`config.mk`:
```
export PLATFORM = sky130hd
export DESIGN_NAME = amc_lane
export DESIGN_NICKNAME = d
export VERILOG_FILES = /design/src/hdl/amc_pkg.sv /design/src/hdl/amc_lane.sv
export SDC_FILE = /design/constraint.sdc
export NUM_CORES = 1
export LEC_CHECK = 0
export BUFFER_PORTS_ARGS = -buffer_cell sky130_fd_sc_hd__buf_2
export CORE_UTILIZATION = 50
export DETAILED_ROUTE_END_ITERATION = 16
export GPL_TIMING_DRIVEN = 1
export HOLD_SLACK_MARGIN = 0.02
export PLACE_DENSITY = 0.72
export SLEW_MARGIN = 40
export SYNTH_ARGS = -nofsm -noshare
export SYNTH_HDL_FRONTEND = slang
export SYNTH_SLANG_ARGS = --single-unit
```
`constraint.sdc`:
```
create_clock -name clk -period 39.4 [get_ports clk]
set_clock_uncertainty 0.15 [all_clocks]
set_input_delay 7.88 -clock clk [delete_from_list [all_inputs] [get_ports clk]]
set_output_delay 7.88 -clock clk [all_outputs]
set_load 0.01 [all_outputs]
```
`src/hdl/amc_pkg.sv`:
```
// ----------------------------------------------------------------------------
// amc_pkg
// shared constants, types and codes for the ambiguous median cost block
// ----------------------------------------------------------------------------
package amc_pkg;

  localparam int MAX_SYMBOLS  = 8;
  localparam int COST_W       = 16;
  // sum of three costs of at most COST_W bits each
  localparam int SUM_W        = COST_W + 2;
  localparam int MASK_W       = 8;
  localparam int ROWS         = (MAX_SYMBOLS < MASK_W) ? MAX_SYMBOLS : MASK_W;
  localparam int SYM_W        = (MAX_SYMBOLS > 1) ? $clog2(MAX_SYMBOLS) : 1;
  localparam int NUM_W        = $clog2(MAX_SYMBOLS + 1);
  localparam int MIN_COST_W   = 18;
  localparam int MIN_COST_MAX = (1 << MIN_COST_W) - 1;
  localparam int ALPHA_W      = 4;
  localparam int ALPHA_RESET  = 5;
  localparam int ALPHA_MIN    = 2;

  typedef logic [COST_W-1:0] cost_t;
  typedef logic [SUM_W-1:0]  sum_t;
  typedef logic [MASK_W-1:0] mask_t;

  typedef enum logic [1:0] {
    OP_LOAD   = 2'd0,
    OP_QUERY2 = 2'd1,
    OP_QUERY3 = 2'd2
  } op_t;

  // per-stage load strobes of the query pipeline
  typedef struct packed {
    logic s1;
    logic s2;
    logic s3;
    logic s4;
  } adv_t;

endpackage

```
`src/hdl/amc_lane.sv`:
```
// ----------------------------------------------------------------------------
// amc_lane
// one candidate symbol: least cost per mask over its table column, then sum
// ----------------------------------------------------------------------------
module amc_lane (
  input  logic               clk,
  input  amc_pkg::adv_t      adv,
  input  amc_pkg::cost_t     col [amc_pkg::ROWS],
  input  amc_pkg::mask_t     mask_a,
  input  amc_pkg::mask_t     mask_b,
  input  amc_pkg::mask_t     mask_c,
  input  logic               use_c,
  input  amc_pkg::mask_t     row_act,
  output amc_pkg::sum_t      sum_r
);

  amc_pkg::cost_t min_a_r, min_b_r, min_c_r;
  amc_pkg::cost_t min_a_nxt, min_b_nxt, min_c_nxt;
  amc_pkg::sum_t  sum_nxt;

  function automatic amc_pkg::cost_t least(amc_pkg::mask_t m);
    amc_pkg::cost_t best;
    best = '1;
    for (int s = 0; s < amc_pkg::ROWS; s++) begin
      if (m[s] && (col[s] < best)) begin
        best = col[s];
      end
    end
    return best;
  endfunction

  always_comb begin
    min_a_nxt = least(mask_a & row_act);
    min_b_nxt = least(mask_b & row_act);
    // unused third mask adds nothing
    min_c_nxt = use_c ? least(mask_c & row_act) : '0;
    sum_nxt   = amc_pkg::SUM_W'(min_a_r) + amc_pkg::SUM_W'(min_b_r)
              + amc_pkg::SUM_W'(min_c_r);
  end

  always_ff @(posedge clk) begin
    if (adv.s1) begin
      min_a_r <= min_a_nxt;
      min_b_r <= min_b_nxt;
      min_c_r <= min_c_nxt;
    end
    if (adv.s2) begin
      sum_r <= sum_nxt;
    end
  end

endmodule

```
==> impl_metrics.tcl, run 1 <==
set metrics [dict create \
    grt_pass1_wl_um 76600 \
    antenna_found_initial 7 \
    min_period_over_period_pct 66.2 \
    io_pins 184 \
    drt-total-wl_um 48500 \
    std_cell_rows 64 \
    nNetsFinal 2619 \
    p_leak_nw 9.09 \
    core_area_um2 30700 \
    synth-seq-cells 66 \
    vias 15500 \
    crit_fanout 34 \
    hold_violations 0 \
    fp.dieH_um 179 \
    grt-ovfl-total 0 \
    drive_gt1_share_pct 14.7 \
    finalSetupViolations 0 \
    layout_commonest_cell "ha_1" \
    ctsLongestPathBuffers 2 \
    synth_edf_count 66 \
    die_area_um2 32000 \
    critical_path_class "primary input to register" \
    async_flop_share_pct 0 \
    viasPerCell 6.08 \
    min_period_ns 26.09 \
    insertion_delay_ns 0.33 \
    setup_tns_ns 0 \
    maxSlewViolCount 0 \
    drtIter0Drc 1205 \
    synth_ff_type "edfxtp_1" \
    required_ns 39.38 \
    worstSetupEndpointType "register" \
    cts_tree "done" \
    ant_nets 0 \
    drv_cap 0 \
    dp_hpwl_um 41500 \
    vdd_ir_drop_max_mv 0.0262 \
    synthDistinctLibCells 98 \
    start_util_pct 51.0 \
    avgRoutedWirePerCell_um 19.1 \
    areaGrowthSynthToFinish_pct 9.40 \
    place_ws_ns 12.78 \
    worst_pin_slew_ns 0.810 \
    ys_seq_area_share_pct 12.7 \
    synth_nets 2486 \
    cts_buffers 9 \
    hold_buffers 0 \
    postLayoutCellArea_um2 17100 \
    yosysWarnings 0 \
    die_x_um 179 \
    final_cell_mix "300 x ha_1, 253 x inv_1, 207 x a21oi_1" \
    relSlewSlack_pct 45.8 \
    cp_common_cell "ha_1" \
    grt_pass1_vias 14900 \
    nFillCells 2928 \
    crit_arrival_ns 26.07 \
    critPathMaxStageDelay_ns 0.68 \
    cts_htree_levels 3 \
    firstDrtPassIters 5 \
    dpl-instance-area_um2 16800 \
    cts_root_buffer "clkbuf_16" \
    grt_max_degree 49 \
    clk_pin_slew_ns 0.05 \
    power_density_nw_per_um2 38.1 \
    setup_slack_ns 13.31 \
    max_freq_mhz 38.3 \
    syn_avg_cell_area_um2 7.81 \
    grt_usage_pct 30.5 \
    drc 0 \
    crit_slowest_cell "a2111oi_1" \
    routabilityCongestion 0.973 \
    start_kind "primary input" \
    io_buffers 181 \
    syn_area_um2 15700 \
    cts_num_sinks 66 \
    syn_inst 2003 \
    postCtsSetupBuffers 0 \
    hold_class "register to register" \
    outcome "completed" \
    cts_resized 0 \
    rsz0062_at_grt "false" \
]
## kinds of logic (layout without fill, tap and decap cells)
| kind of cell | Yosys count | count (layout) | synth area share [%] |
|---|---|---|---|
| compound gates | 562 | 562 | 23.4 |
| xor+xnor | 14 | 14 | 0.783 |
| buf+inv | 324 | 462 | 8.28 |
| simple gates | 549 | 549 | 17.3 |
| flops | 66 | 66 | 12.7 |
| other cells | 0 | 4 | 0 |
| fa+ha+maj | 321 | 321 | 26.4 |
| mux | 167 | 167 | 11.2 |
## critical path, delay by kind of cell
family	cells	cell delay, ns
AO/OA/AOI/OAI	32	8.35
buffers and inverters	7	1.02
multiplexers	3	1.19
AND/OR/NAND/NOR	24	5.49
adder cells (fa/ha/maj)	7	2.08
## path summary, 6_finish.rpt
path / from / endpoint / slack, ns / cells past startpoint
max: col[121] / min_c_r[9]$_SDFFCE_PN0P_ / 13.31 / 73
min reg2reg: min_c_r[1]$_SDFFCE_PN0P_ / sum_r[1]$_DFFE_PP_ / 0.60 / 2
min: min_c_r[1]$_SDFFCE_PN0P_ / sum_r[1]$_DFFE_PP_ / 0.60 / 2
max reg2reg: min_a_r[2]$_DFFE_PP_ / sum_r[16]$_DFFE_PP_ / 35.11 / 18
## layer usage
layer / vias up / GRT usage, % / share of wire (%)
met5: - / 0 / 0.045
met4: 4 / 15.6 / 5.0
met3: 134 / 4.07 / 5.4
met2: 509 / 53.5 / 48
met1: 7238 / 36.0 / 42
li1: 7568 / - / -
## report_power, final
part	internal, mW	switching [mW]	total (mW)
sequential	0.114	0.00815	0.122
clock	0.0488	0.0277	0.0765
combinational	0.189	0.265	0.454
## cells in the mapped netlist, drive strengths merged, types with 11 or more instances
| cell type | count | area [um2] |
|---|---|---|
| a211oi | 31 | 250 |
| a21o | 72 | 541 |
| a21oi | 209 | 1060 |
| a31oi | 11 | 90.1 |
| and2 | 11 | 68.8 |
| buf | 29 | 189 |
| clkbuf | 42 | 158 |
| edfxtp | 66 | 1980 |
| fa | 17 | 340 |
| ha | 300 | 3750 |
| inv | 253 | 950 |
| mux2 | 61 | 691 |
| mux2i | 106 | 1060 |
| nand2 | 113 | 432 |
| nand2b | 13 | 81.3 |
| nand3 | 13 | 65.1 |
| nand4 | 56 | 350 |
| nor2 | 190 | 713 |
| nor2b | 28 | 178 |
| nor3 | 54 | 270 |
| o211ai | 24 | 180 |
| o21ai | 118 | 598 |
| o221ai | 11 | 103 |
| or2 | 20 | 128 |
| or3 | 14 | 87.6 |
## final cells by class
class | instances | area [um2] | area share (%)
multi-input combinational | 1613 | 12400 | 72.5
clock inverter | 3 | 40.0 | 0.234
timing repair buffer | 193 | 998 | 5.83
antenna | 4 | 10.0 | 0.0585
clock buffer | 13 | 240 | 1.40
sequential | 66 | 1980 | 11.6
tap | 396 | 495 | 2.89
inverter | 253 | 950 | 5.55
## through the flow
step	total power, mW	util, %	hold slack [ns]	std cells
after floorplan	0.446	-	0.543	2003
after global placement	0.551	54.8	0.582	2520
after detailed placement	0.572	54.9	0.572	2521
after CTS	0.653	55.8	0.598	2537
after global routing	0.717	55.8	0.646	2539
final	0.653	55.8	0.601	2541
## state kept, by name, summed over array words and instances (netlist names)
| register | cells |
|---|---|
| min_a_r | 16 |
| min_c_r | 16 |
| min_b_r | 16 |
| sum_r | 18 |
Note: power is estimated with default switching activity, not from simulation.
==> inputs of run 2 (changes only) <==
PLACE_DENSITY = 0.75   (was 0.72)
clock period = 21.7 ns   (was 39.4 ns; I/O delays follow)
==> run 2 against run 1 <==
  * Worst hold slack lost 0.010 ns
  * Register-to-register slack worse by 18 ns
  * Wire length is 2.7% higher
  * First-iteration DRC count decreased by 5.2%
  * Worst setup slack worse by 12 ns
  * Sequential power is 82% higher
  * Count of clock-buffer cells in the layout shrank 4
  * Sequential share of layout area down 0.75 points
  * Cell count grew 6.0%
  * Critical endpoint is now min_b_r[3]$_DFFE_PP_
==> impl_metrics.tcl, run 2 (synthesis gave the netlist of run 1 again) <==
set metrics [dict create \
    outcome "completed" \
    cts_num_sinks 66 \
    drt-total-wl_um 49800 \
    timing.rr.end "sum_r[17]$_DFFE_PP_" \
    vdd_ir_drop_max_mv 0.0532 \
    crit_slowest_cell "a211oi_4" \
    layout_commonest_cell "ha_1" \
    grt_pass1_wl_um 79000 \
    critical_path_class "primary input to register" \
    std_cell_rows 64 \
    startpoint "col[121]" \
    nFillCells 2743 \
    ctsLongestPathBuffers 2 \
    maxSlewViolCount 0 \
    dpl-instance-area_um2 18000 \
    crit_arrival_ns 20.72 \
    worstSetupEndpointType "register" \
    grt_max_degree 49 \
    start_util_pct 51.0 \
    power_density_nw_per_um2 70.5 \
    critPathMaxStageDelay_ns 0.59 \
    grt-ovfl-total 0 \
    largest_reg_flops 18 \
    r2r_slack_ns 17.43 \
    finalSetupViolations 0 \
    start_kind "primary input" \
    required_ns 21.71 \
    areaGrowthSynthToFinish_pct 17.0 \
    clk_pin_slew_ns 0.06 \
    io_pins 184 \
    cp_common_cell "a21oi_1" \
    drive_gt1_share_pct 20.4 \
    hold_violations 0 \
    vias 16100 \
    cts_root_buffer "clkbuf_16" \
    relSlewSlack_pct 53.6 \
    antenna_found_initial 12 \
    min_period_over_period_pct 95.5 \
    cts_tree "done" \
    hold_class "register to register" \
    insertion_delay_ns 0.33 \
    drc 0 \
    worstHoldStart "min_c_r[1]$_SDFFCE_PN0P_" \
    grt_usage_pct 31.0 \
    setup_tns_ns 0 \
    firstDrtPassIters 7 \
    avgRoutedWirePerCell_um 18.5 \
    core_area_um2 30700 \
    rr_startpoint "min_a_r[1]$_DFFE_PP_" \
    io_buffers 181 \
    dp_hpwl_um 43000 \
    min_period_ns 20.71 \
    drv_cap 0 \
    max_freq_mhz 48.3 \
    die_area_um2 32000 \
    fp.dieH_um 179 \
    reg2reg_depth 21 \
    hold_depth 2 \
    p_leak_nw 9.81 \
    viasPerCell 5.96 \
    worst_pin_slew_ns 0.693 \
    crit_fanout 26 \
    routabilityCongestion 0.980 \
    postLayoutCellArea_um2 18300 \
    final_cell_mix "300 x ha_1, 253 x inv_1, 206 x a21oi_1" \
    cts_htree_levels 3 \
    drtIter0Drc 1142 \
    whs_endpoint "sum_r[1]$_DFFE_PP_" \
    grt_pass1_vias 15700 \
    postCtsSetupBuffers 0 \
    cts_buffers 9 \
    top_register "sum_r" \
    ant_nets 0 \
    nNetsFinal 2768 \
    die_x_um 179 \
    rsz0062_at_grt "false" \
]
==> run 2: worst max-delay path by stage <==
stage	to
2_1_floorplan	min_a_r[10]$_DFFE_PP_
3_3_place_gp	min_a_r[13]$_DFFE_PP_
5_1_grt	min_b_r[2]$_DFFE_PP_
6_report	min_b_r[3]$_DFFE_PP_
4_1_cts	min_a_r[13]$_DFFE_PP_
3_5_place_dp	min_a_r[13]$_DFFE_PP_
==> run 2: report_power, final <==
| part | total (mW) | switching (mW) | internal [mW] |
|---|---|---|---|
| registers | 0.222 | 0.0148 | 0.207 |
| clock network | 0.133 | 0.0555 | 0.0779 |
| logic | 0.935 | 0.508 | 0.427 |
| total | 1.29 | 0.578 | 0.712 |
==> run 2: layout make-up <==
cell class	count	area, um2	area share [%]
multi-input cells	1613	12400	67.8
repair buffers	342	2180	11.9
flip-flops and latches	66	1980	10.8
inverters	253	950	5.19
well taps	396	495	2.71
clock buffers	9	225	1.23
clock inverters	7	53.8	0.294
diodes	8	20.0	0.109
==> run 2: worst max-delay path, delay by kind of cell <==
kind / cells / cell delay [ns]
buffers and inverters: 9 / 1.46
AND/OR/NAND/NOR: 24 / 4.78
adder cells (fa/ha/maj): 7 / 2.16
AO/OA/AOI/OAI: 28 / 6.57
multiplexers: 4 / 1.35
==> run 2: repair_timing <==
item / CTS / global route
resized for setup: 0 / 7
hold endpoints to repair: 0 / 0
endpoints found under the setup margin: 0 / 48
hold buffers: 0 / 0
==> run 2: per-layer routing <==
layer | track usage, % | vias up | wire [um]
li1 | - | 7880 | -
met1 | 36.7 | 7514 | 20600
met2 | 55.6 | 517 | 24300
met3 | 3.63 | 146 | 2630
met4 | 14.1 | 8 | 2250
met5 | 0 | - | 48
==> run 2: through the flow <==
stage                     util, %  setup WS [ns]  hold slack [ns]  total power, mW  std cells
after floorplan                 -           1.50            0.543            0.811       2003
after global placement       58.7          0.836            0.552             1.10       2670
after detailed placement     58.7          0.620            0.595             1.14       2670
after CTS                    59.6          0.905            0.597             1.28       2686
after global routing         59.7         0.0691            0.630             1.41       2691
final                        59.7          0.986            0.591             1.29       2694
