## src/hdl/amc_pkg.sv

```systemverilog
// ----------------------------------------------------------------------------
// amc_pkg
// shared constants, types and codes for the ambiguous median cost block
// ----------------------------------------------------------------------------
package amc_pkg;

  localparam int MAX_SYMBOLS  = 8;
  localparam int COST_W       = 16;
  // sum of three costs of at most COST_W bits each
  localparam int SUM_W        = COST_W + 2;
  localparam int MASK_W       = 8;
  localparam int ROWS         = (MAX_SYMBOLS < MASK_W) ? MAX_SYMBOLS : MASK_W;
  localparam int SYM_W        = (MAX_SYMBOLS > 1) ? $clog2(MAX_SYMBOLS) : 1;
  localparam int NUM_W        = $clog2(MAX_SYMBOLS + 1);
  localparam int MIN_COST_W   = 18;
  localparam int MIN_COST_MAX = (1 << MIN_COST_W) - 1;
  localparam int ALPHA_W      = 4;
  localparam int ALPHA_RESET  = 5;
  localparam int ALPHA_MIN    = 2;

  typedef logic [COST_W-1:0] cost_t;
  typedef logic [SUM_W-1:0]  sum_t;
  typedef logic [MASK_W-1:0] mask_t;

  typedef enum logic [1:0] {
    OP_LOAD   = 2'd0,
    OP_QUERY2 = 2'd1,
    OP_QUERY3 = 2'd2
  } op_t;

  // per-stage load strobes of the query pipeline
  typedef struct packed {
    logic s1;
    logic s2;
    logic s3;
    logic s4;
  } adv_t;

endpackage

```

## src/hdl/amc_merge.sv

```systemverilog
// ----------------------------------------------------------------------------
// amc_merge
// least sum over the active lanes, then the median mask and saturation
// ----------------------------------------------------------------------------
module amc_merge (
  input  logic                                clk,
  input  amc_pkg::adv_t                       adv,
  input  amc_pkg::sum_t                       sums [amc_pkg::MAX_SYMBOLS],
  input  logic [amc_pkg::MAX_SYMBOLS-1:0]     lane_act,
  input  logic                                err,
  output logic [amc_pkg::MIN_COST_W-1:0]      min_cost_r,
  output amc_pkg::mask_t                      median_r,
  output logic                                err_r
);

  localparam int SAT_W = (amc_pkg::SUM_W > amc_pkg::MIN_COST_W) ?
                         amc_pkg::SUM_W : amc_pkg::MIN_COST_W;

  amc_pkg::sum_t                   best_nxt, best_r;
  amc_pkg::sum_t                   sums_r [amc_pkg::MAX_SYMBOLS];
  logic [amc_pkg::MAX_SYMBOLS-1:0] act_r;
  logic                            err3_r;
  logic [SAT_W-1:0]                best_ext;
  logic [amc_pkg::MIN_COST_W-1:0]  min_cost_nxt;
  amc_pkg::mask_t                  median_nxt;
  amc_pkg::mask_t                  hit;

  always_comb begin
    // inactive lanes never win: all-ones is above any real sum
    best_nxt = '1;
    for (int c = 0; c < amc_pkg::MAX_SYMBOLS; c++) begin
      if (lane_act[c] && (sums[c] < best_nxt)) begin
        best_nxt = sums[c];
      end
    end
  end

  for (genvar i = 0; i < amc_pkg::MASK_W; i++) begin : g_hit
    if (i < amc_pkg::MAX_SYMBOLS) begin : g_on
      assign hit[i] = act_r[i] && (sums_r[i] == best_r);
    end else begin : g_off
      assign hit[i] = 1'b0;
    end
  end

  always_comb begin
    best_ext = SAT_W'(best_r);
    if (best_ext > SAT_W'(amc_pkg::MIN_COST_MAX)) begin
      min_cost_nxt = amc_pkg::MIN_COST_W'(amc_pkg::MIN_COST_MAX);
    end else begin
      min_cost_nxt = best_ext[amc_pkg::MIN_COST_W-1:0];
    end
    median_nxt = hit;
    if (err3_r) begin
      min_cost_nxt = '0;
      median_nxt   = '0;
    end
  end

  always_ff @(posedge clk) begin
    if (adv.s3) begin
      best_r <= best_nxt;
      sums_r <= sums;
      act_r  <= lane_act;
      err3_r <= err;
    end
    if (adv.s4) begin
      min_cost_r <= min_cost_nxt;
      median_r   <= median_nxt;
      err_r      <= err3_r;
    end
  end

endmodule
```

## config.mk

```make
export PLATFORM = sky130hd
export DESIGN_NAME = amc_merge
export DESIGN_NICKNAME = d
export VERILOG_FILES = /design/src/hdl/amc_pkg.sv /design/src/hdl/amc_merge.sv
export SDC_FILE = /design/constraint.sdc
export NUM_CORES = 1
export LEC_CHECK = 0
export BUFFER_PORTS_ARGS = -buffer_cell sky130_fd_sc_hd__buf_2
export CORE_ASPECT_RATIO = 1.1
export CORE_MARGIN = 2
export CORE_UTILIZATION = 53
export CTS_CLUSTER_DIAMETER = 40
export CTS_CLUSTER_SIZE = 8
export DETAILED_ROUTE_END_ITERATION = 6
export PLACE_DENSITY_LB_ADDON = 0.12
export REMOVE_ABC_BUFFERS = 1
export SLEW_MARGIN = 20
export SYNTH_ARGS = -nofsm -noshare
export SYNTH_HDL_FRONTEND = slang
export SYNTH_SLANG_ARGS = --single-unit
```

## constraint.sdc

```tcl
create_clock -name clk -period 17.97 [get_ports clk]
set_input_delay 0.8985 -clock clk [delete_from_list [all_inputs] [get_ports clk]]
set_output_delay 0.8985 -clock clk [all_outputs]
set_load 0.005 [all_outputs]
```

==> flow_summary.json, run 1 <==
{
  "status": "finished clean",
  "syn_area_um2": 12800,
  "synth_top_family_by_area": "simple AND/OR/NAND/NOR gates",
  "clockBufferDepth": 2,
  "holdBufCountCts": 0,
  "avgSynthCellArea_um2": 11.1,
  "initial_core_util_pct": 54.0,
  "drive_gt1_share_pct": 24.7,
  "cp_max_fo": 20,
  "end_kind": "flop",
  "clk_latency_ns": 0.45,
  "crit_path_start_kind": "primary input",
  "r2r_setup_slack_ns": 15.82,
  "worst_slew_pin_slew_ns": 0.967,
  "finalHoldViolCount": 0,
  "finalCritPeriodShare_pct": 94.0,
  "gp_congestion": 0.921,
  "fin_nets": 1655,
  "synthToLayoutAreaGrowth_pct": 19.0,
  "post-route-drc-count": 0,
  "synth_cell_type_count": 79,
  "path_class": "in2reg",
  "antenna_left": 0,
  "ys_seq_elements": 198,
  "crit_top_cell": "a21oi_1",
  "synthCells": 1151,
  "synth_warnings": 0,
  "grt_antenna_before_repair": 0,
  "yosys.area_share.adder_pct": 10.6,
  "grt_first_pass_wirelength_um": 56300,
  "postLayoutCoreUtil_pct": 64.3,
  "port_buffers": 182,
  "layout_min_cycle_time_ns": 16.89,
  "synth_top_area_cell": "edfxtp_1",
  "detail_route.iter0.violations": 806,
  "drt_pre_antenna_iters": 5,
  "finClkSkew_ns": 0.0179,
  "via_count": 10000,
  "ctsRootBufferMaster": "clkbuf_16",
  "cts_tree": "built",
  "gr-total-overflow": 0,
  "fin_tns_setup_ns": 0,
  "io_pins": 185,
  "die_w_um": 152,
  "dieArea_um2": 25300,
  "arrival_ns": 17.07,
  "setup_viol": 0,
  "startpoint": "sums[133]",
  "p_leak_nw": 6.47,
  "ys_seq_area_share_pct": 46.6,
  "r2r_start": "best_ext[2]",
  "slowest_delay_ns": 0.43,
  "instances_no_fill": 1708,
  "clock.fmax_mhz": 59.2,
  "reg2reg_to": "median_r[5]",
  "seq_area_um2": 5950,
  "met2_usage_pct": 49.1,
  "powerDensity_nw_per_um2": 117,
  "muxShareOfSynthArea_pct": 4.83,
  "rows": 59,
  "min_path_type": "in2reg",
  "drt-total-wl_um": 37900,
  "vias_per_cell": 5.87,
  "fp.dieH_um": 167,
  "synthFlopType": "edfxtp_1",
  "max_cap_viol_count": 0,
  "synth-edff-count": 198,
  "synthSimpleGateAreaFrac_pct": 12.3,
  "reg2regPathDepth": 5,
  "placed_cells": 1668,
  "dpl.hpwl_um": 28700,
  "crit_end": "best_ext[0]",
  "peakVddDrop_mv": 0.0662,
  "h-tree-depth": 4,
  "grt_max_degree": 104,
  "drt-wirelength-per-cell_um": 22.2,
  "gr-usage-met1_pct": 41.1,
  "multiInputGateArea_um2": 6440,
  "synth_xor_area_share_pct": 9.89,
  "top_usage_layer": "met2",
  "synth-async-reset-ratio_pct": 0,
  "cts.sinks": 198,
  "synth_area_leaders": "edfxtp_1, ha_1, xor2_1",
  "grt_usage_pct": 29.6,
  "cts_buffers": 17,
  "drv_slew": 0,
  "met3_usage_pct": 3.54,
  "synth_top_cell_area_share_pct": 46.6,
  "clkSlewWorstSetupHoldPaths_ns": 0.09,
  "required_ns": 18.15,
  "n_fill_cell": 1952,
  "slew_headroom_pct": 35.5,
  "grt_pass1_vias": 9604,
  "cp_slowest_cell": "or4_1",
  "synth_compound_area_share_pct": 11.8,
  "core_um2": 23600
}
placed cells by master, fill, tap and decap left out, drive strengths merged, types with 20 or more instances in the layout:
cell type / count
nand2: 38
nand4: 28
mux2i: 38
ha: 108
nor2b: 39
nor4: 32
inv: 89
xor2: 104
xnor2: 40
edfxtp: 198
a21oi: 80
nor2: 85
buf: 258
mux2: 20
o21ai: 50
how the worst min path moves through the flow:
stage	start	to	slack [ns]	cells past startpoint
after CTS	lane_act[2]	act_r[2]	0.63	1
after floorplan	sums_r[129]	median_r[0]	0.68	2
final	lane_act[2]	act_r[2]	0.64	1
after global routing	lane_act[2]	act_r[2]	0.63	1
after detailed placement	sums_r[112]	median_r[1]	0.69	2
after global placement	sums_r[112]	median_r[1]	0.69	2
worst max-delay path, delay by kind of cell:
family | cells | cell delay [ns]
muxes | 2 | 0.76
and+or+nand+nor | 26 | 3.30
buffers and inverters | 9 | 1.35
AOI/OAI and AO/OA | 45 | 8.88
adders and majority gates | 7 | 1.81
layer usage:
| metal | share of wire [%] | vias to the layer above |
|---|---|---|
| li1 | - | 4729 |
| met1 | 42 | 4850 |
| met2 | 48 | 407 |
| met3 | 7.4 | 43 |
| met4 | 2.3 | 0 |
| met5 | 0 | - |
state kept, by name, summed over array words and instances, names as in the netlist:
register and flops:
act_r 8, min_cost_r 18, err3_r 1, err_r 1
median_r 8, best_ext 18, sums_r 144
cells by family after synthesis:
group | count (synthesis)
buffers and inverters | 124
AOI/OAI and AO/OA | 222
muxes | 58
DFF | 198
xor gates and xnor gates | 144
adders and majority gates | 108
and+or+nand+nor | 297
per-stage QoR:
stage          instance area (um^2)  worst slack (ns)  total power, mW  hold slack (ns)
3_5_place_dp                  14400             0.426             1.38            0.688
6_report                      15200              1.08             1.78            0.636
5_1_grt                       15200           -0.0219             1.87            0.628
2_1_floorplan                 12600            -0.978             1.06            0.675
3_3_place_gp                  14400             0.772             1.36            0.687
4_1_cts                       15000             0.826             1.77            0.628
cell usage after synthesis (all sizes together), types with 5 or more instances:
| cell type | n |
|---|---|
| xnor2 | 40 |
| and4 | 5 |
| mux2 | 20 |
| nand4 | 28 |
| clkbuf | 32 |
| inv | 83 |
| o21ai | 50 |
| nand2b | 13 |
| mux2i | 38 |
| a211oi | 12 |
| o211ai | 11 |
| nor3 | 6 |
| nor2b | 39 |
| buf | 9 |
| or3 | 5 |
| nor2 | 85 |
| xor2 | 104 |
| a21oi | 80 |
| nand3b | 11 |
| edfxtp | 198 |
| o221ai | 5 |
| nand2 | 38 |
| a21o | 15 |
| nand3 | 17 |
| a31oi | 9 |
| nor4 | 32 |
| ha | 108 |
layout make-up:
cell class / count / area share (%)
Multi-Input combinational cell: 831 / 42.4
Inverter: 83 / 2.05
Antenna cell: 1 / 0.0165
Clock inverter: 15 / 1.20
Timing Repair Buffer: 258 / 9.88
Clock buffer: 17 / 2.80
Tap cell: 305 / 2.51
Sequential cell: 198 / 39.2
power by group:
| part | total (mW) | switching, mW | internal, mW |
|---|---|---|---|
| registers | 0.681 | 0.108 | 0.573 |
| clock network | 0.394 | 0.194 | 0.200 |
| logic | 0.705 | 0.375 | 0.331 |
repair_timing:
item / 4_1_cts / 5_1_grt
setup buffers: 0 / 5
setup endpoints to repair: 0 / 18
gates resized for setup: 0 / 18
Power figures use the tool's default switching activity.
==> inputs of run 2 (changes only) <==
--- a/config.mk
+++ b/config.mk
@@ -7,10 +7,9 @@
 export LEC_CHECK = 0
 export BUFFER_PORTS_ARGS = -buffer_cell sky130_fd_sc_hd__buf_2
 export CORE_ASPECT_RATIO = 1.1
-export CORE_MARGIN = 2
 export CORE_UTILIZATION = 53
 export CTS_CLUSTER_DIAMETER = 40
-export CTS_CLUSTER_SIZE = 8
+export CTS_CLUSTER_SIZE = 10
 export DETAILED_ROUTE_END_ITERATION = 6
 export PLACE_DENSITY_LB_ADDON = 0.12
 export REMOVE_ABC_BUFFERS = 1
==> flow_summary.json, run 2 (synthesis results as in run 1) <==
{
  "status": "finished clean",
  "reg2regPathDepth": 5,
  "port_buffers": 182,
  "cts_buffers": 17,
  "instances_no_fill": 1681,
  "layout_min_cycle_time_ns": 16.76,
  "setup_viol": 0,
  "grt_first_pass_wirelength_um": 54600,
  "h-tree-depth": 4,
  "placed_cells": 1638,
  "clkSlewWorstSetupHoldPaths_ns": 0.08,
  "synthToLayoutAreaGrowth_pct": 17.2,
  "final_common_cell": "edfxtp_1",
  "die_w_um": 150,
  "cts_tree": "built",
  "finalHoldViolCount": 0,
  "crit_buf_inv": 11,
  "grt_antenna_before_repair": 5,
  "placedInstanceArea_um2": 14200,
  "cp_max_fo": 21,
  "largest_register_ff_count": 144,
  "slew_headroom_pct": 30.3,
  "dpl.hpwl_um": 28600,
  "end_kind": "flop",
  "preCtsSetupSlack_ns": 0.547,
  "grt_max_degree": 105,
  "io_pins": 185,
  "path_class": "in2reg",
  "finalCritPeriodShare_pct": 93.3,
  "path_depth": 91,
  "peakVddDrop_mv": 0.0611,
  "fin_nets": 1624,
  "clk_latency_ns": 0.45,
  "setup_ws_ns": 1.21,
  "fp.dieH_um": 165,
  "hold_depth": 1,
  "finClkSkew_ns": 0.0106,
  "post-route-drc-count": 0,
  "drt-wirelength-per-cell_um": 22.5,
  "drt_pre_antenna_iters": 6,
  "detail_route.iter0.violations": 792,
  "power_frac_clock_pct": 22.3,
  "postLayoutCoreUtil_pct": 63.3,
  "worst_slew_pin_slew_ns": 1.04,
  "dr_wl_met3_um": 2800,
  "p_leak_nw": 6.32,
  "crit_top_cell": "a21oi_1",
  "grt_pass1_vias": 9342,
  "cts.sinks": 198,
  "final_area_um2": 14900,
  "slowest_delay_ns": 0.51,
  "clock.fmax_mhz": 59.7,
  "top_layer_used": "met5",
  "p_comb_share_pct": 38.7,
  "crit_path_start_kind": "primary input",
  "drive_gt1_share_pct": 23.0,
  "internal_power_mw": 1.07,
  "m1WireLength_um": 15900,
  "n_fill_cell": 1998,
  "vias_per_cell": 5.87,
  "wl_met2_um": 17900,
  "initial_core_util_pct": 54.0,
  "powerDensity_nw_per_um2": 116,
  "rows": 59,
  "grt_usage_pct": 31.1,
  "via_count": 9866,
  "required_ns": 18.26,
  "fin_total_pwr_mw": 1.73,
  "fin_tns_setup_ns": 0,
  "clockBufferDepth": 2,
  "ctsRootBufferMaster": "clkbuf_16",
  "cp_slowest_cell": "or4_1",
  "antenna_left": 0,
  "p_sw_share_pct": 38.3,
  "max_cap_viol_count": 0,
  "largest_register": "sums_r",
  "gp_congestion": 0.914,
  "timing.hold.ws_ns": 0.621,
  "min_path_type": "in2reg",
  "arrival_ns": 17.05,
  "crit_family": "compound AO/OA/AOI/OAI gates",
  "drv_slew": 0,
  "p_switching_uw": 663,
  "drt-total-wl_um": 37800,
  "sequentialPowerShare_pct": 39.0,
  "gr-total-overflow": 0,
  "core_um2": 23600,
  "final_cell_mix": "edfxtp_1, buf_2, ha_1",
  "dieArea_um2": 24700
}
[run 2: changes by cell type in the layout (fill, tap and decap cells not counted), sizes merged]
| cell | before | now |
|---|---|---|
| inv | 89 | 91 |
| clkinv | 8 | 6 |
| buf | 258 | 227 |
| diode | 1 | 5 |
[run 2: worst reg2reg max path, cell delays in order (launching register included)]
cell and delay (ns):
edfxtp_1 0.98, xnor2_1 0.20, nand4_1 0.14, nor4_1 0.27
nand3_1 0.16, nor4_1 0.26
[run 2: layer usage]
layer,up-vias,GRT usage (%)
li1,4689,-
met1,4679,41.4
met2,424,51.0
met3,72,4.94
met4,2,11.9
met5,-,0
[run 2: worst paths after layout]
kind                             startpoint      endpoint  slack [ns]
worst min-delay path                    err        err3_r        0.62
worst max register to register  best_ext[0]   median_r[6]       15.77
worst max-delay path              sums[140]  best_ext[14]        1.21
worst min register to register   sums_r[81]   median_r[3]        0.71
[run 2: final cells by class]
class                      instances  area [um^2]  share of cell area, %
clock inverter                    15          161                   1.08
antenna                            5         12.5                 0.0837
clock buffer                      17          425                   2.85
sequential                       198         5950                   39.8
inverter                          83          312                   2.08
multi-input combinational        831         6440                   43.1
tap                              305          382                   2.55
timing repair buffer             227         1270                   8.48
[run 2: timing repair]
action | 4_1_cts | 5_1_grt
buffers inserted | 0 | 4
hold buffers | 0 | 0
hold endpoints to repair | 0 | 0
gates resized for setup | 0 | 21
endpoints found under the setup margin | 0 | 18
[run 2: power groups by stage]
stage / logic, mW / clock network [mW] / registers [mW]
floorplan: 0.418 / 0 / 0.638
global placement: 0.640 / 0 / 0.684
detailed placement: 0.653 / 0 / 0.686
CTS: 0.658 / 0.388 / 0.676
global route: 0.742 / 0.405 / 0.681
finish: 0.671 / 0.387 / 0.675
==> inputs of run 3 (changes only) <==
--- a/config.mk
+++ b/config.mk
@@ -5,6 +5,7 @@
 export SDC_FILE = /design/constraint.sdc
 export NUM_CORES = 1
 export LEC_CHECK = 0
+export ABC_CLOCK_PERIOD_IN_PS = 17970
 export BUFFER_PORTS_ARGS = -buffer_cell sky130_fd_sc_hd__buf_2
 export CORE_ASPECT_RATIO = 1.1
 export CORE_UTILIZATION = 53
@@ -12,7 +13,6 @@
 export CTS_CLUSTER_SIZE = 10
 export DETAILED_ROUTE_END_ITERATION = 6
 export PLACE_DENSITY_LB_ADDON = 0.12
-export REMOVE_ABC_BUFFERS = 1
 export SLEW_MARGIN = 20
 export SYNTH_ARGS = -nofsm -noshare
 export SYNTH_HDL_FRONTEND = slang
==> flow_summary.json, run 3 (synthesis results as in run 1) <==
{
  "rows": 59,
  "required_ns": 18.24,
  "largest_register_ff_count": 144,
  "drt-wirelength-per-cell_um": 22.3,
  "timing.hold.ws_ns": 0.638,
  "synthToLayoutAreaGrowth_pct": 15.6,
  "final_area_um2": 14800,
  "slowest_delay_ns": 0.51,
  "grt_usage_pct": 30.8,
  "setup_viol": 0,
  "met2_usage_pct": 49.6,
  "syn_nets": 1417,
  "drive_gt1_share_pct": 21.8,
  "final_cell_mix": "edfxtp_1, buf_2, ha_1",
  "drv_slew": 0,
  "clock.fmax_mhz": 59.3,
  "finClkSkew_ns": 0.0147,
  "worstHoldStart": "err",
  "rsz0062_at_grt": "false",
  "slew_headroom_pct": 32.2,
  "status": "finished clean",
  "fin_total_pwr_mw": 1.70,
  "p_leak_nw": 6.24,
  "post-route-drc-count": 0,
  "largest_register": "sums_r",
  "fp.dieH_um": 165,
  "crit_path_start_kind": "primary input",
  "finalHoldViolCount": 0,
  "drt_pre_antenna_iters": 5,
  "holdBufCountCts": 0,
  "grt_pass1_vias": 9155,
  "cts_buffers": 17,
  "io_pins": 185,
  "grt_first_pass_wirelength_um": 54400,
  "detail_route.iter0.violations": 1073,
  "drt-total-wl_um": 37100,
  "clockBufferDepth": 2,
  "initial_core_util_pct": 54.0,
  "placed_cells": 1620,
  "vias_per_cell": 5.95,
  "cp_slowest_cell": "or4_1",
  "ctsRootBufferMaster": "clkbuf_16",
  "worst_slew_pin_slew_ns": 1.02,
  "clkSlewWorstSetupHoldPaths_ns": 0.08,
  "peakVddDrop_mv": 0.0574,
  "placedInstanceArea_um2": 14100,
  "die_w_um": 150,
  "top_usage_layer": "met2",
  "grt_antenna_before_repair": 0,
  "h-tree-depth": 4,
  "via_count": 9893,
  "clk_latency_ns": 0.44,
  "dpl.hpwl_um": 28100,
  "fin_tns_setup_ns": 0,
  "layout_min_cycle_time_ns": 16.85,
  "path_class": "in2reg",
  "r2r_start": "best_ext[6]",
  "cts.sinks": 198,
  "gr-usage-met1_pct": 42.5,
  "min_path_type": "in2reg",
  "grt_max_degree": 103,
  "cts_tree": "built",
  "gr-total-overflow": 0,
  "port_buffers": 182,
  "dieArea_um2": 24700,
  "crit_top_cell": "a21oi_1",
  "antenna_left": 0,
  "gp_congestion": 0.960,
  "met3_usage_pct": 3.62,
  "arrival_ns": 17.13,
  "final_common_cell": "edfxtp_1",
  "powerDensity_nw_per_um2": 115,
  "finalCritPeriodShare_pct": 93.8,
  "core_um2": 23600,
  "cp_max_fo": 17,
  "end_kind": "flop",
  "fin_nets": 1609,
  "startpoint": "sums[141]",
  "max_cap_viol_count": 0,
  "instances_no_fill": 1662
}
[run 3: changes by cell type in the layout (fill, tap and decap cells not counted), moves of 3 or more]
cell / before / now
diode_2: 5 / 1
buf_4: 44 / 28
buf_12: 1 / 4
a21oi_1: 69 / 73
a21oi_2: 11 / 7
clkinv_4: 5 / 2
[run 3: cell type report]
class	count	area (um^2)
Timing Repair Buffer	214	1210
Inverter	83	312
Sequential cell	198	5950
Multi-Input combinational cell	829	6340
Antenna cell	1	2.50
Clock inverter	15	139
Tap cell	305	382
Clock buffer	17	425
Fill cell	1983	8870
[run 3: repair_timing]
action                                  CTS  global route
buffers inserted                          0             9
gates resized for setup                   0             8
endpoints found under the setup margin    0            18
[run 3: per-layer routing]
layer / share of wire [%] / up-vias / wire (um)
met5: 0 / - / 0
met4: 3.3 / 0 / 1210
met3: 7.1 / 83 / 2630
met2: 46 / 478 / 17100
met1: 43 / 4701 / 16100
li1: - / 4631 / -
[run 3: path summary, 6_finish.rpt]
| check | slack, ns | to | cells past startpoint |
|---|---|---|---|
| worst max-delay path | 1.12 | best_ext[12] | 93 |
| worst min-delay path | 0.64 | err3_r | 1 |
| worst max register to register | 15.73 | median_r[2] | 5 |
| worst min register to register | 0.70 | median_r[0] | 2 |
[run 3: per-stage QoR]
stage	util, %	setup slack [ns]
after global placement	59.6	0.698
after floorplan	-	1.26
after global routing	62.4	0.00255
after CTS	62.0	0.823
final	62.5	1.12
after detailed placement	59.6	0.386
[run 3: report_power, final]
| part | internal (mW) | switching (mW) | leakage [nW] |
|---|---|---|---|
| Combinational | 0.285 | 0.352 | 4.01 |
| Sequential | 0.573 | 0.114 | 1.96 |
| Clock | 0.184 | 0.192 | 0.275 |
| Total | 1.04 | 0.658 | 6.24 |
[run 3: critical path, delay by kind of cell]
kind	cells	cell delay, ns
compound gates	46	8.66
buf+inv	12	1.83
simple gates	26	3.03
fa+ha+maj	7	2.20
mux	2	0.48
